[config.mk]
export PLATFORM = sky130hd
export DESIGN_NAME = rotary_encoder_menu_control
export DESIGN_NICKNAME = d
export VERILOG_FILES = /design/src/rtl/remc_pkg.sv /design/src/rtl/remc_quad.sv /design/src/rtl/remc_debounce.sv /design/src/rtl/remc_menu.sv /design/src/rtl/rotary_encoder_menu_control.sv
export SDC_FILE = /design/constraint.sdc
export NUM_CORES = 1
export LEC_CHECK = 0
export BUFFER_PORTS_ARGS = -buffer_cell sky130_fd_sc_hd__buf_2
export CELL_PAD_IN_SITES_DETAIL_PLACEMENT = 1
export CELL_PAD_IN_SITES_GLOBAL_PLACEMENT = 1
export CORE_MARGIN = 2
export CORE_UTILIZATION = 35
export CTS_BUF_LIST = sky130_fd_sc_hd__clkbuf_4
export CTS_CLUSTER_DIAMETER = 50
export DETAILED_ROUTE_END_ITERATION = 10
export MAX_ROUTING_LAYER = met4
export PLACE_DENSITY_LB_ADDON = 0.25
export SETUP_SLACK_MARGIN = 0.2
export SLEW_MARGIN = 20
export SYNTH_ARGS = -nofsm -noshare
export SYNTH_HDL_FRONTEND = slang
export SYNTH_SLANG_ARGS = --single-unit
export TNS_END_PERCENT = 50
[constraint.sdc]
create_clock -name clk_i -period 7.3 [get_ports clk_i]
set_input_delay 1.095 -clock clk_i [delete_from_list [all_inputs] [get_ports clk_i]]
set_output_delay 1.095 -clock clk_i [all_outputs]
set_load 0.1 [all_outputs]
[src/rtl/remc_pkg.sv]
// ----------------------------------------------------------------------------
// remc_pkg: shared types and constants for the rotary encoder menu control
// Payload structs, menu item codes, register indexes and the quadrature table.
// ----------------------------------------------------------------------------
package remc_pkg;

  // Number of preset slots; slot 0 of the store is never written or loaded.
  localparam int PresetSlots   = 8;
  localparam int PresetDepth   = PresetSlots + 1;
  localparam int SlotIdxW      = $clog2(PresetDepth);
  localparam int ChoiceW       = 5;
  localparam int ChoiceCapInt  = (2 * PresetSlots > 31) ? 31 : 2 * PresetSlots;
  localparam logic [ChoiceW-1:0] ChoiceCap = ChoiceW'(ChoiceCapInt);

  localparam int LevelW        = 8;
  localparam int TimeW         = 32;
  localparam int CfgIdxW       = 1;
  localparam int CfgDataW      = 8;

  localparam logic [CfgDataW-1:0] DebounceMsRst = 8'd15;
  localparam logic [CfgDataW-1:0] LevelMaxRst   = 8'd100;

  typedef enum logic [CfgIdxW-1:0] {
    CfgDebounceMs = 1'b0,
    CfgLevelMax   = 1'b1
  } cfg_reg_e;

  typedef enum logic [2:0] {
    ItemRed    = 3'd0,
    ItemGreen  = 3'd1,
    ItemBlue   = 3'd2,
    ItemOn     = 3'd3,
    ItemPreset = 3'd4
  } menu_item_e;

  typedef struct packed {
    logic             phase_i;
    logic             phase_q;
    logic             button_level;
    logic [TimeW-1:0] time_ms;
  } in_item_t;

  typedef struct packed {
    logic [LevelW-1:0]  red_level;
    logic [LevelW-1:0]  green_level;
    logic [LevelW-1:0]  blue_level;
    logic               light_on;
    logic [2:0]         menu_item;
    logic [ChoiceW-1:0] slot_choice;
  } out_item_t;

  // One detent event from the quadrature decoder.
  typedef struct packed {
    logic up;
    logic down;
  } detent_t;

  // Gray-code transition table, indexed by {previous phases, current phases}.
  function automatic logic signed [1:0] gray_step(input logic [3:0] idx);
    logic signed [1:0] s;
    unique case (idx)
      4'd1, 4'd7, 4'd8, 4'd14: s = -2'sd1;
      4'd2, 4'd4, 4'd11, 4'd13: s = 2'sd1;
      default: s = 2'sd0;
    endcase
    return s;
  endfunction

endpackage

[src/rtl/remc_quad.sv]
// ----------------------------------------------------------------------------
// remc_quad: quadrature step decoder
// Accumulates Gray-code steps and flags a detent every four steps.
// ----------------------------------------------------------------------------
module remc_quad (
  input  logic              clk_i,
  input  logic              rst_ni,
  input  logic              en_i,
  input  logic [1:0]        phases_i,
  output remc_pkg::detent_t detent_o
);
  import remc_pkg::*;

  logic [1:0]        last_q, last_d;
  logic signed [3:0] acc_q, acc_d;
  logic signed [1:0] step;
  logic signed [3:0] sum;

  always_comb begin
    step = gray_step({last_q, phases_i});
    sum  = acc_q + {{2{step[1]}}, step};
    last_d = (step != 2'sd0) ? phases_i : last_q;
    detent_o = '0;
    acc_d = sum;
    if (sum >= 4'sd4) begin
      detent_o.up = 1'b1;
      acc_d = sum - 4'sd4;
    end else if (sum <= -4'sd4) begin
      detent_o.down = 1'b1;
      acc_d = sum + 4'sd4;
    end
  end

  always_ff @(posedge clk_i or negedge rst_ni) begin
    if (!rst_ni) begin
      last_q <= 2'b11;
      acc_q  <= '0;
    end else if (en_i) begin
      last_q <= last_d;
      acc_q  <= acc_d;
    end
  end

endmodule

[src/rtl/remc_debounce.sv]
// ----------------------------------------------------------------------------
// remc_debounce: button debouncer
// Accepts a new button level once it has held for the debounce time.
// ----------------------------------------------------------------------------
module remc_debounce (
  input  logic                              clk_i,
  input  logic                              rst_ni,
  input  logic                              en_i,
  input  logic                              button_i,
  input  logic [remc_pkg::TimeW-1:0]        time_i,
  input  logic [remc_pkg::CfgDataW-1:0]     debounce_ms_i,
  output logic                              press_o
);
  import remc_pkg::*;

  logic             last_q, last_d;
  logic             stable_q, stable_d;
  logic [TimeW-1:0] change_q, change_d;
  logic [TimeW-1:0] elapsed;

  always_comb begin
    elapsed  = time_i - change_q;
    last_d   = last_q;
    stable_d = stable_q;
    change_d = change_q;
    press_o  = 1'b0;
    if (button_i != last_q) begin
      // Restart the timer on any edge.
      change_d = time_i;
      last_d   = button_i;
    end else if (button_i != stable_q &&
                 elapsed >= {{(TimeW-CfgDataW){1'b0}}, debounce_ms_i}) begin
      stable_d = button_i;
      press_o  = ~button_i;
    end
  end

  always_ff @(posedge clk_i or negedge rst_ni) begin
    if (!rst_ni) begin
      last_q   <= 1'b1;
      stable_q <= 1'b1;
      change_q <= '0;
    end else if (en_i) begin
      last_q   <= last_d;
      stable_q <= stable_d;
      change_q <= change_d;
    end
  end

endmodule

[src/rtl/remc_menu.sv]
// ----------------------------------------------------------------------------
// remc_menu: menu state and preset store
// Applies detents and presses to levels, on flag, item and preset choice.
// ----------------------------------------------------------------------------
module remc_menu (
  input  logic                          clk_i,
  input  logic                          rst_ni,
  input  logic                          en_i,
  input  remc_pkg::detent_t             detent_i,
  input  logic                          press_i,
  input  logic [remc_pkg::LevelW-1:0]   level_max_i,
  output remc_pkg::out_item_t           state_o
);
  import remc_pkg::*;

  logic [LevelW-1:0]    color_q [3];
  logic [LevelW-1:0]    color_d [3];
  logic                 on_q, on_d;
  menu_item_e           item_q, item_d;
  logic [ChoiceW-1:0]   choice_q, choice_d;
  logic [3*LevelW-1:0]  store_q [PresetDepth];

  logic [1:0]           cidx;
  logic [ChoiceW:0]     slot_sum;
  logic [ChoiceW-1:0]   slot;
  logic [SlotIdxW-1:0]  slot_idx;
  logic                 slot_ok;
  logic                 save_en;
  logic [3*LevelW-1:0]  save_word;
  logic [3*LevelW-1:0]  load_word;

  always_comb begin
    color_d  = color_q;
    on_d     = on_q;
    item_d   = item_q;
    choice_d = choice_q;
    cidx     = item_q[1:0];
    save_en  = 1'b0;

    // Detent acts first.
    if (detent_i.up || detent_i.down) begin
      unique case (item_q)
        ItemRed, ItemGreen, ItemBlue: begin
          if (detent_i.up) begin
            if (color_q[cidx] < level_max_i) color_d[cidx] = color_q[cidx] + 1'b1;
          end else if (color_q[cidx] != '0) begin
            color_d[cidx] = color_q[cidx] - 1'b1;
          end
        end
        ItemOn: on_d = detent_i.up;
        ItemPreset: begin
          if (detent_i.up) begin
            if (choice_q < ChoiceCap) choice_d = choice_q + 1'b1;
          end else if (choice_q != '0) begin
            choice_d = choice_q - 1'b1;
          end
        end
        default: ;
      endcase
    end

    slot_sum  = {1'b0, choice_d} + 1'b1;
    slot      = slot_sum[ChoiceW:1];
    slot_idx  = slot[SlotIdxW-1:0];
    slot_ok   = (slot != '0) && ({27'b0, slot} <= 32'(PresetSlots));
    save_word = {color_d[2], color_d[1], color_d[0]};
    load_word = store_q[slot_idx];

    // Then the press: step to the next item; leaving the preset item saves or loads on the way.
    if (press_i) begin
      if (item_q == ItemPreset && choice_d != '0) begin
        if (slot_ok) begin
          if (!choice_d[0]) begin
            save_en = 1'b1;
          end else begin
            color_d[0] = load_word[LevelW-1:0];
            color_d[1] = load_word[2*LevelW-1:LevelW];
            color_d[2] = load_word[3*LevelW-1:2*LevelW];
          end
        end
        choice_d = '0;
      end
      unique case (item_q)
        ItemRed:    item_d = ItemGreen;
        ItemGreen:  item_d = ItemBlue;
        ItemBlue:   item_d = ItemOn;
        ItemOn:     item_d = ItemPreset;
        ItemPreset: item_d = ItemRed;
        default:    item_d = ItemRed;
      endcase
    end
  end

  always_ff @(posedge clk_i or negedge rst_ni) begin
    if (!rst_ni) begin
      for (int k = 0; k < 3; k++) color_q[k] <= '0;
      for (int k = 0; k < PresetDepth; k++) store_q[k] <= '0;
      on_q     <= 1'b0;
      item_q   <= ItemRed;
      choice_q <= '0;
    end else if (en_i) begin
      color_q  <= color_d;
      on_q     <= on_d;
      item_q   <= item_d;
      choice_q <= choice_d;
      if (save_en) store_q[slot_idx] <= save_word;
    end
  end

  assign state_o.red_level   = color_q[0];
  assign state_o.green_level = color_q[1];
  assign state_o.blue_level  = color_q[2];
  assign state_o.light_on    = on_q;
  assign state_o.menu_item   = item_q;
  assign state_o.slot_choice = choice_q;

endmodule

[src/rtl/rotary_encoder_menu_control.sv]
// ----------------------------------------------------------------------------
// rotary_encoder_menu_control: encoder and button menu for an RGB light
// Decodes quadrature detents and debounced presses into menu state updates.
// ----------------------------------------------------------------------------
//
//   channel | direction | handshake               | payload
//   --------+-----------+-------------------------+------------------------
//   in      | input     | in_valid_i / in_ready_o | in_data_i  (in_item_t)
//   out     | output    | out_valid_o/out_ready_i | out_data_o (out_item_t)
//   cfg     | input     | cfg_valid_i/cfg_ready_o | cfg_index_i, cfg_data_i
//
// One transaction in gives one transaction out, through the input register and
// then the menu state; one item per cycle sustained while out is not stalled.
// Stage 1 is the input register; the update logic between it and the menu
// state (which doubles as the result register) is the only path of note.
// A stall on out holds the result and backs up into the input register;
// in_ready_o drops only when both registers are full and out is stalled.
// Reset clears the preset store and all state bar the input payload at once; no sweep is needed.
// cfg is always ready; write it only while the block is idle.
// ----------------------------------------------------------------------------
module rotary_encoder_menu_control (
  input  logic                          clk_i,
  input  logic                          rst_ni,
  input  logic                          in_valid_i,
  output logic                          in_ready_o,
  input  remc_pkg::in_item_t            in_data_i,
  output logic                          out_valid_o,
  input  logic                          out_ready_i,
  output remc_pkg::out_item_t           out_data_o,
  input  logic                          cfg_valid_i,
  output logic                          cfg_ready_o,
  input  logic [remc_pkg::CfgIdxW-1:0]  cfg_index_i,
  input  logic [remc_pkg::CfgDataW-1:0] cfg_data_i
);
  import remc_pkg::*;

  // Input register.
  logic       in_valid_q, in_valid_d;
  in_item_t   in_data_q;
  // Result valid; the payload is the menu state itself.
  logic       out_valid_q, out_valid_d;
  logic       advance;
  logic       in_accept;

  logic [CfgDataW-1:0] debounce_q;
  logic [CfgDataW-1:0] level_max_q;

  detent_t    detent;
  logic       press;

  // Advance stage 1 into the state whenever the result slot frees up.
  assign advance    = in_valid_q && (!out_valid_q || out_ready_i);
  assign in_ready_o = !in_valid_q || advance;
  assign in_accept  = in_valid_i && in_ready_o;

  always_comb begin
    in_valid_d = in_valid_q;
    if (in_accept)    in_valid_d = 1'b1;
    else if (advance) in_valid_d = 1'b0;

    out_valid_d = out_valid_q;
    if (advance)          out_valid_d = 1'b1;
    else if (out_ready_i) out_valid_d = 1'b0;
  end

  always_ff @(posedge clk_i or negedge rst_ni) begin
    if (!rst_ni) begin
      in_valid_q  <= 1'b0;
      out_valid_q <= 1'b0;
    end else begin
      in_valid_q  <= in_valid_d;
      out_valid_q <= out_valid_d;
    end
  end

  // Payload register: no reset needed.
  always_ff @(posedge clk_i) begin
    if (in_accept) in_data_q <= in_data_i;
  end

  // Configuration registers.
  assign cfg_ready_o = 1'b1;

  always_ff @(posedge clk_i or negedge rst_ni) begin
    if (!rst_ni) begin
      debounce_q  <= DebounceMsRst;
      level_max_q <= LevelMaxRst;
    end else if (cfg_valid_i) begin
      unique case (cfg_reg_e'(cfg_index_i))
        CfgDebounceMs: debounce_q  <= cfg_data_i;
        CfgLevelMax:   level_max_q <= cfg_data_i;
      endcase
    end
  end

  remc_quad u_quad (
    .clk_i    (clk_i),
    .rst_ni   (rst_ni),
    .en_i     (advance),
    .phases_i ({in_data_q.phase_i, in_data_q.phase_q}),
    .detent_o (detent)
  );

  remc_debounce u_debounce (
    .clk_i         (clk_i),
    .rst_ni        (rst_ni),
    .en_i          (advance),
    .button_i      (in_data_q.button_level),
    .time_i        (in_data_q.time_ms),
    .debounce_ms_i (debounce_q),
    .press_o       (press)
  );

  // Menu state updates only on advance, so while out is valid it holds
  // exactly the result of the last item.
  remc_menu u_menu (
    .clk_i       (clk_i),
    .rst_ni      (rst_ni),
    .en_i        (advance),
    .detent_i    (detent),
    .press_i     (press),
    .level_max_i (level_max_q),
    .state_o     (out_data_o)
  );

  assign out_valid_o = out_valid_q;

endmodule

==> Word-level counts from Yosys, hierarchy flattened <==
Memories as Yosys holds them, arrays and structs flattened.
Cells that the tools add are included.
{ "op_classes": {"n_addsub": 9, "mul": 0, "n_div": 0, "order_cmp": 10, "eq_ne": 6, "shift": 0, "muxes": 45, "n_bitwise": 5, "reduce_logical": 29} }
{ "ops": {"columns": ["op", "count"], "rows": [
  ["$mux 24", 12],
  ["$bwmux 216", 1],
  ["$bmux 24 s4", 1],
  ["$demux 24 s4", 1],
  ["$bwmux 24", 2],
  ["$mux 5", 7],
  ["$ge 32x8->1", 1],
  ["$sub 32x32->32", 1],
  ["$mux 8", 3],
  ["$bmux 8 s2", 1],
  ["$demux 8 s2", 1],
  ["$reduce_bool 5->1", 3],
  ["$mux 1", 13],
  ["$pmux 3 s4", 1],
  ["$reduce_and 2->1", 6],
  ["$add 8x1->8 const B", 1],
  ["$lt 8x8->1", 1],
  ["$mux 4", 2],
  ["$reduce_bool 8->1", 1],
  ["$sub 8x1->8 const B", 1],
  ["$logic_and 1x1->1", 7],
  ["$add 5x1->6 const B", 1],
  ["$eq 3x2->1 const B", 2],
  ["$reduce_and 3->1", 2],
  ["other kinds (24)", 32]
]} }
{ "totals": {"register_bits": 342, "latch_bits": 0, "mem_bits_rw": 0, "mem_bits_ro": 32, "inputBits": 49, "out_inout_bits": 36, "n_memories": 1} }
{ "memory_table": {"columns": ["name", "words", "word_bits", "read_ports", "rd_ports_with_merged_regs", "write_ports", "line_no", "source"], "rows": [
  ["(no name shown)", 16, 2, 1, 0, 0, "remc_pkg.sv:61", "unique case (idx)"]
]} }

==> Longest topological paths before layout <==
An unclocked memory read counts as a cell.
{ "logic_depth": {"depth_word": 16, "mapped_depth": 26, "ltp_nobuf": 23} }

==> By module <==
From an unflattened synthesis, not the netlist that was laid out.
{ "hier_totals": {"cells_unflattened": 1613, "hier_area_um2": 19419.9} }
{ "by_module_without_submodules": {"columns": ["mod", "instances", "cells_per_inst", "area_each_um2", "seq_area_each_um2"], "rows": [
  ["remc_menu", 1, 996, 13052.5, 6231.0],
  ["remc_debounce", 1, 484, 3998.8, 853.3],
  ["rotary_encoder_menu_control", 1, 80, 1801.7, 1510.2],
  ["remc_quad", 1, 53, 566.8, 152.6]
]} }

==> Worst setup path after synthesis <==
OpenSTA, ideal clock, no wires.
{ "synth_timing": {"path_kind": "flip-flop to flip-flop", "startpoint": "reg in_data_q[33] (netlist name)", "endpoint": "reg u_menu.store_q[123] (netlist name)", "setup_time_ns": 0.125, "arrival_ns": 5.469, "required_ns": 7.175, "path_slack_ns": 1.706, "stages_incl_launch_ff": 23, "path_buffers": 4, "path_cell_list": "edfxtp_1 inv_1 ha_1 mux4_2 ha_1 a21o_1 a21oi_1 xnor2_1 xnor2_1 inv_1 ha_1 clkbuf_1 o31ai_1 a211o_1 xnor2_1 ha_1 clkbuf_1 clkbuf_1 nand3_1 nor4b_1 nand2_1 buf_4 mux2_2"} }
{ "synth_lines": {"columns": ["item", "line_no", "source"], "rows": [
  ["start, declared", "rotary_encoder_menu_control.sv:39", "in_item_t in_data_q;"],
  ["start signal, assigned", "rotary_encoder_menu_control.sv:78", "if (in_accept) in_data_q <= in_data_i;"],
  ["end signal, assigned by index", "remc_menu.sv:106", "if (save_en) store_q[slot_idx] <= save_word;"],
  ["end, declared", "remc_menu.sv:21", "logic [3*LevelW-1:0] store_q [PresetDepth];"]
]} }

==> flow_metrics.tcl <==
set metrics [dict create \
    synthCells 1701 \
    htree_levels 3 \
    leakage_nw 10.1 \
    fin_worst_skew_ps 85.2 \
    maxCapViolations 0 \
    post-dp-hpwl_um 37600 \
    fmax_mhz 152 \
    cts_sinks 342 \
    hold_buffers 0 \
    routedWlPerCell_um 21.1 \
    rsz0062_at_grt "false" \
    drv_slew 0 \
    finalNetCount 1911 \
    tritoncts "built" \
    finalHoldViolCount 0 \
    ir_drop_v 0.000200 \
    seq_area_frac_synth_pct 45.0 \
    clk_latency_ps 890 \
    clock_path_buffers 3 \
    drive_above_1_share_pct 31.5 \
    powerDensity_nw_per_um2 430 \
    synth_edf_count 35 \
    cts_made_buffers 97 \
    initial_core_util_pct 35.3 \
    arrival_ps 7280 \
    grt_pass1_wl_um 88200 \
    end_kind "register" \
    slew_headroom_pct 34.5 \
    cts_setup_buffers 0 \
    fin_crit_ps 6580 \
    core_area_um2 55000 \
    dp_worst_setup_slack_ps 149 \
    gp_congestion 0.866 \
    antenna_found_initial 1 \
    area_growth_pct 12.7 \
    tightest_slew_ps 982 \
    syn_area_per_cell_um2 11.4 \
    die_h_um 240 \
    yosysWarningCount 0 \
    fin_area_um2 21900 \
    start_kind "register" \
    grt_start_max_net_pins 182 \
    drc 0 \
    first_global_vias 15298 \
    drt_iter0_markers 649 \
    syn-cell-area_um2 19400 \
    cts-root-buf "clkbuf_4" \
    io_pins 85 \
    die_area_um2 57400 \
    ys_ff_latch 342 \
    cts.clk_slew.worst_paths_ps 70 \
    async_reset_ff_share_pct 89.8 \
    globalRouteTotalUtil_pct 20.4 \
    dr.pass1.iters 5 \
    synth.distinct_cells 98 \
    num_vias 14195 \
    outcome "finished, final reports clean" \
    finalSetupViolations 0 \
    hold_path_class "primary input to async pin" \
    io_buffers 83 \
    critPathKind "register to register" \
    worstPathRequired_ps 8000 \
    setup_ws_ps 719 \
    tns_ps 0 \
    ant_nets 0 \
    post-route-period-util_pct 90.2 \
    synth_nets 1815 \
    vias_per_cell 5.42 \
    crit_fanout 24 \
    rows 86 \
    dpl_cell_area_um2 20600 \
    overflow 0 \
    synth-main-ff-cell "dfrtp_1" \
    dieWidth_um 240 \
    post-route-util_pct 39.8 \
    routed_wl_um 55400 \
]
registers in the layout, summed over array words and instances (netlist names), 3 cells and up:
signal and count:
u_menu.store_q 216, in_data_q 35, u_debounce.change_q 32, u_menu.state_o 24, debounce_q 8, level_max_q 8, u_menu.choice_q 5, u_quad.acc_q 4
u_menu.item_q 3
final cells by class:
class,count,area [um2]
clock inverters,21,143
fillers,5994,33100
diodes,1,2.50
inverters,82,308
multi-input cells,1155,9890
clock buffers,152,1140
flip-flops and latches,342,8750
well taps,748,936
repair buffers,119,724
report_power, final:
group,switching (W),internal (W)
combinational,0.00350,0.00170
sequential,0.000237,0.00213
clock,0.000871,0.000983
total,0.00461,0.00481
per-layer routing:
metal | track usage (%) | wire length (um) | vias to the layer above
li1 | - | - | 6505
met1 | 26.6 | 25600 | 7317
met2 | 31.8 | 26200 | 276
met3 | 3.68 | 2150 | 97
met4 | 7.25 | 1430 | 0
met5 | - | 0 | -
critical path, cell delays in order (launching register included):
cell and delay [ps]:
edfxtp_1 390, inv_1 90, ha_1 210, mux4_2 530, ha_1 290, a21o_1 160, a21oi_1 180, xnor2_1 100
xnor2_1 290, inv_1 130, ha_1 230, buf_4 180, nor4_2 320, a211o_1 270, xnor2_2 180, inv_1 100
ha_1 300, nor3b_1 540, xnor2_4 280, buf_4 280, nor4_1 480, nand2_4 420, mux2_1 460
cells in the mapped netlist, types with 6 or more instances:
library cell  instances  area (um2)
or4_1                 6        45.0
nand2b_1             25         156
a211o_1               6        52.6
ha_1                 63         788
nand4_1              20         125
or2_2                18         113
buf_2                19        95.1
o31ai_1               7        52.6
mux2_2              164        1850
nor4b_1               7        61.3
mux2i_1              54         541
a2bb2oi_1             7        61.3
edfxtp_1             35        1050
a22oi_1               7        52.6
nand3_1              26         130
o21a_1                6        45.0
buf_4                16         120
o211ai_1              8        60.1
or3_1                 8        50.1
mux2_4               20         300
a31oi_1              11        68.8
nand2_1              77         289
nor2b_1              10        62.6
nor2_1              101         379
mux4_2               49        1100
mux2_1               53         597
dfrtp_1             296        7410
nor4_1               14        87.6
o21ai_1              13        65.1
dfstp_2              11         289
clkbuf_1             77         289
inv_1                79         297
a211oi_1             32         240
and2_1               11        68.8
a21oi_1             104         521
a21o_1               14         105
and3_1                6        37.5
o22ai_1               6        37.5
o21ai_0              47         235
nor3_1               15        75.1
xnor2_1              27         236
cells by family (layout without fill, tap and decap cells):
| kind of cell | after synthesis | count (layout) | share of synthesized area (%) |
|---|---|---|---|
| compound gates | 339 | 339 | 11.8 |
| buf+inv | 204 | 374 | 4.66 |
| mux | 341 | 341 | 22.7 |
| other cells | 1 | 2 | 0.0193 |
| flops | 342 | 342 | 45.0 |
| xor+xnor | 33 | 33 | 1.53 |
| fa+ha+maj | 65 | 65 | 4.26 |
| simple gates | 376 | 376 | 10.1 |
final timing paths:
check	slack [ps]	cells after the start	start	to
min	250	1	rst_ni	u_debounce.change_q[4]$_DFFE_PN0P_
max reg2reg	720	22	in_data_q[33]$_DFFE_PP_	u_menu.store_q[90]$_DFFE_PN0P_
max	720	22	in_data_q[33]$_DFFE_PP_	u_menu.store_q[90]$_DFFE_PN0P_
min reg2reg	370	0	u_menu.store_q[209]$_DFFE_PN0P_	u_menu.store_q[209]$_DFFE_PN0P_
max in group asynchronous	5580	2	rst_ni	u_menu.store_q[123]$_DFFE_PN0P_
min in group clk_i	370	0	u_menu.store_q[209]$_DFFE_PN0P_	u_menu.store_q[209]$_DFFE_PN0P_
per-stage QoR:
step	total power (W)	hold WS [ps]	std cells
finish	0.00942	252	2620
global route	0.0101	214	2620
CTS	0.00950	160	2619
detailed placement	0.00757	363	2446
global placement	0.00747	360	2446
floorplan	0.00599	425	1701
timing repair:
item | 4_1_cts | 5_1_grt
resized for setup | 1 | 7
endpoints found under the setup margin | 24 | 141
pin swaps | 0 | 0
endpoints found under the hold margin | 0 | 0
layout by cell type (no fill, tap or decap), drive strengths merged, types with 33 or more instances in the layout:
cell type and instances:
a21oi 109, clkbuf 152, o21ai 61, edfxtp 35, mux2 237, buf 119, dfrtp 296, nor2 101
a211oi 33, ha 63, mux2i 55, inv 83, nand2 81, mux4 49
(Power assumes the default switching activity.)
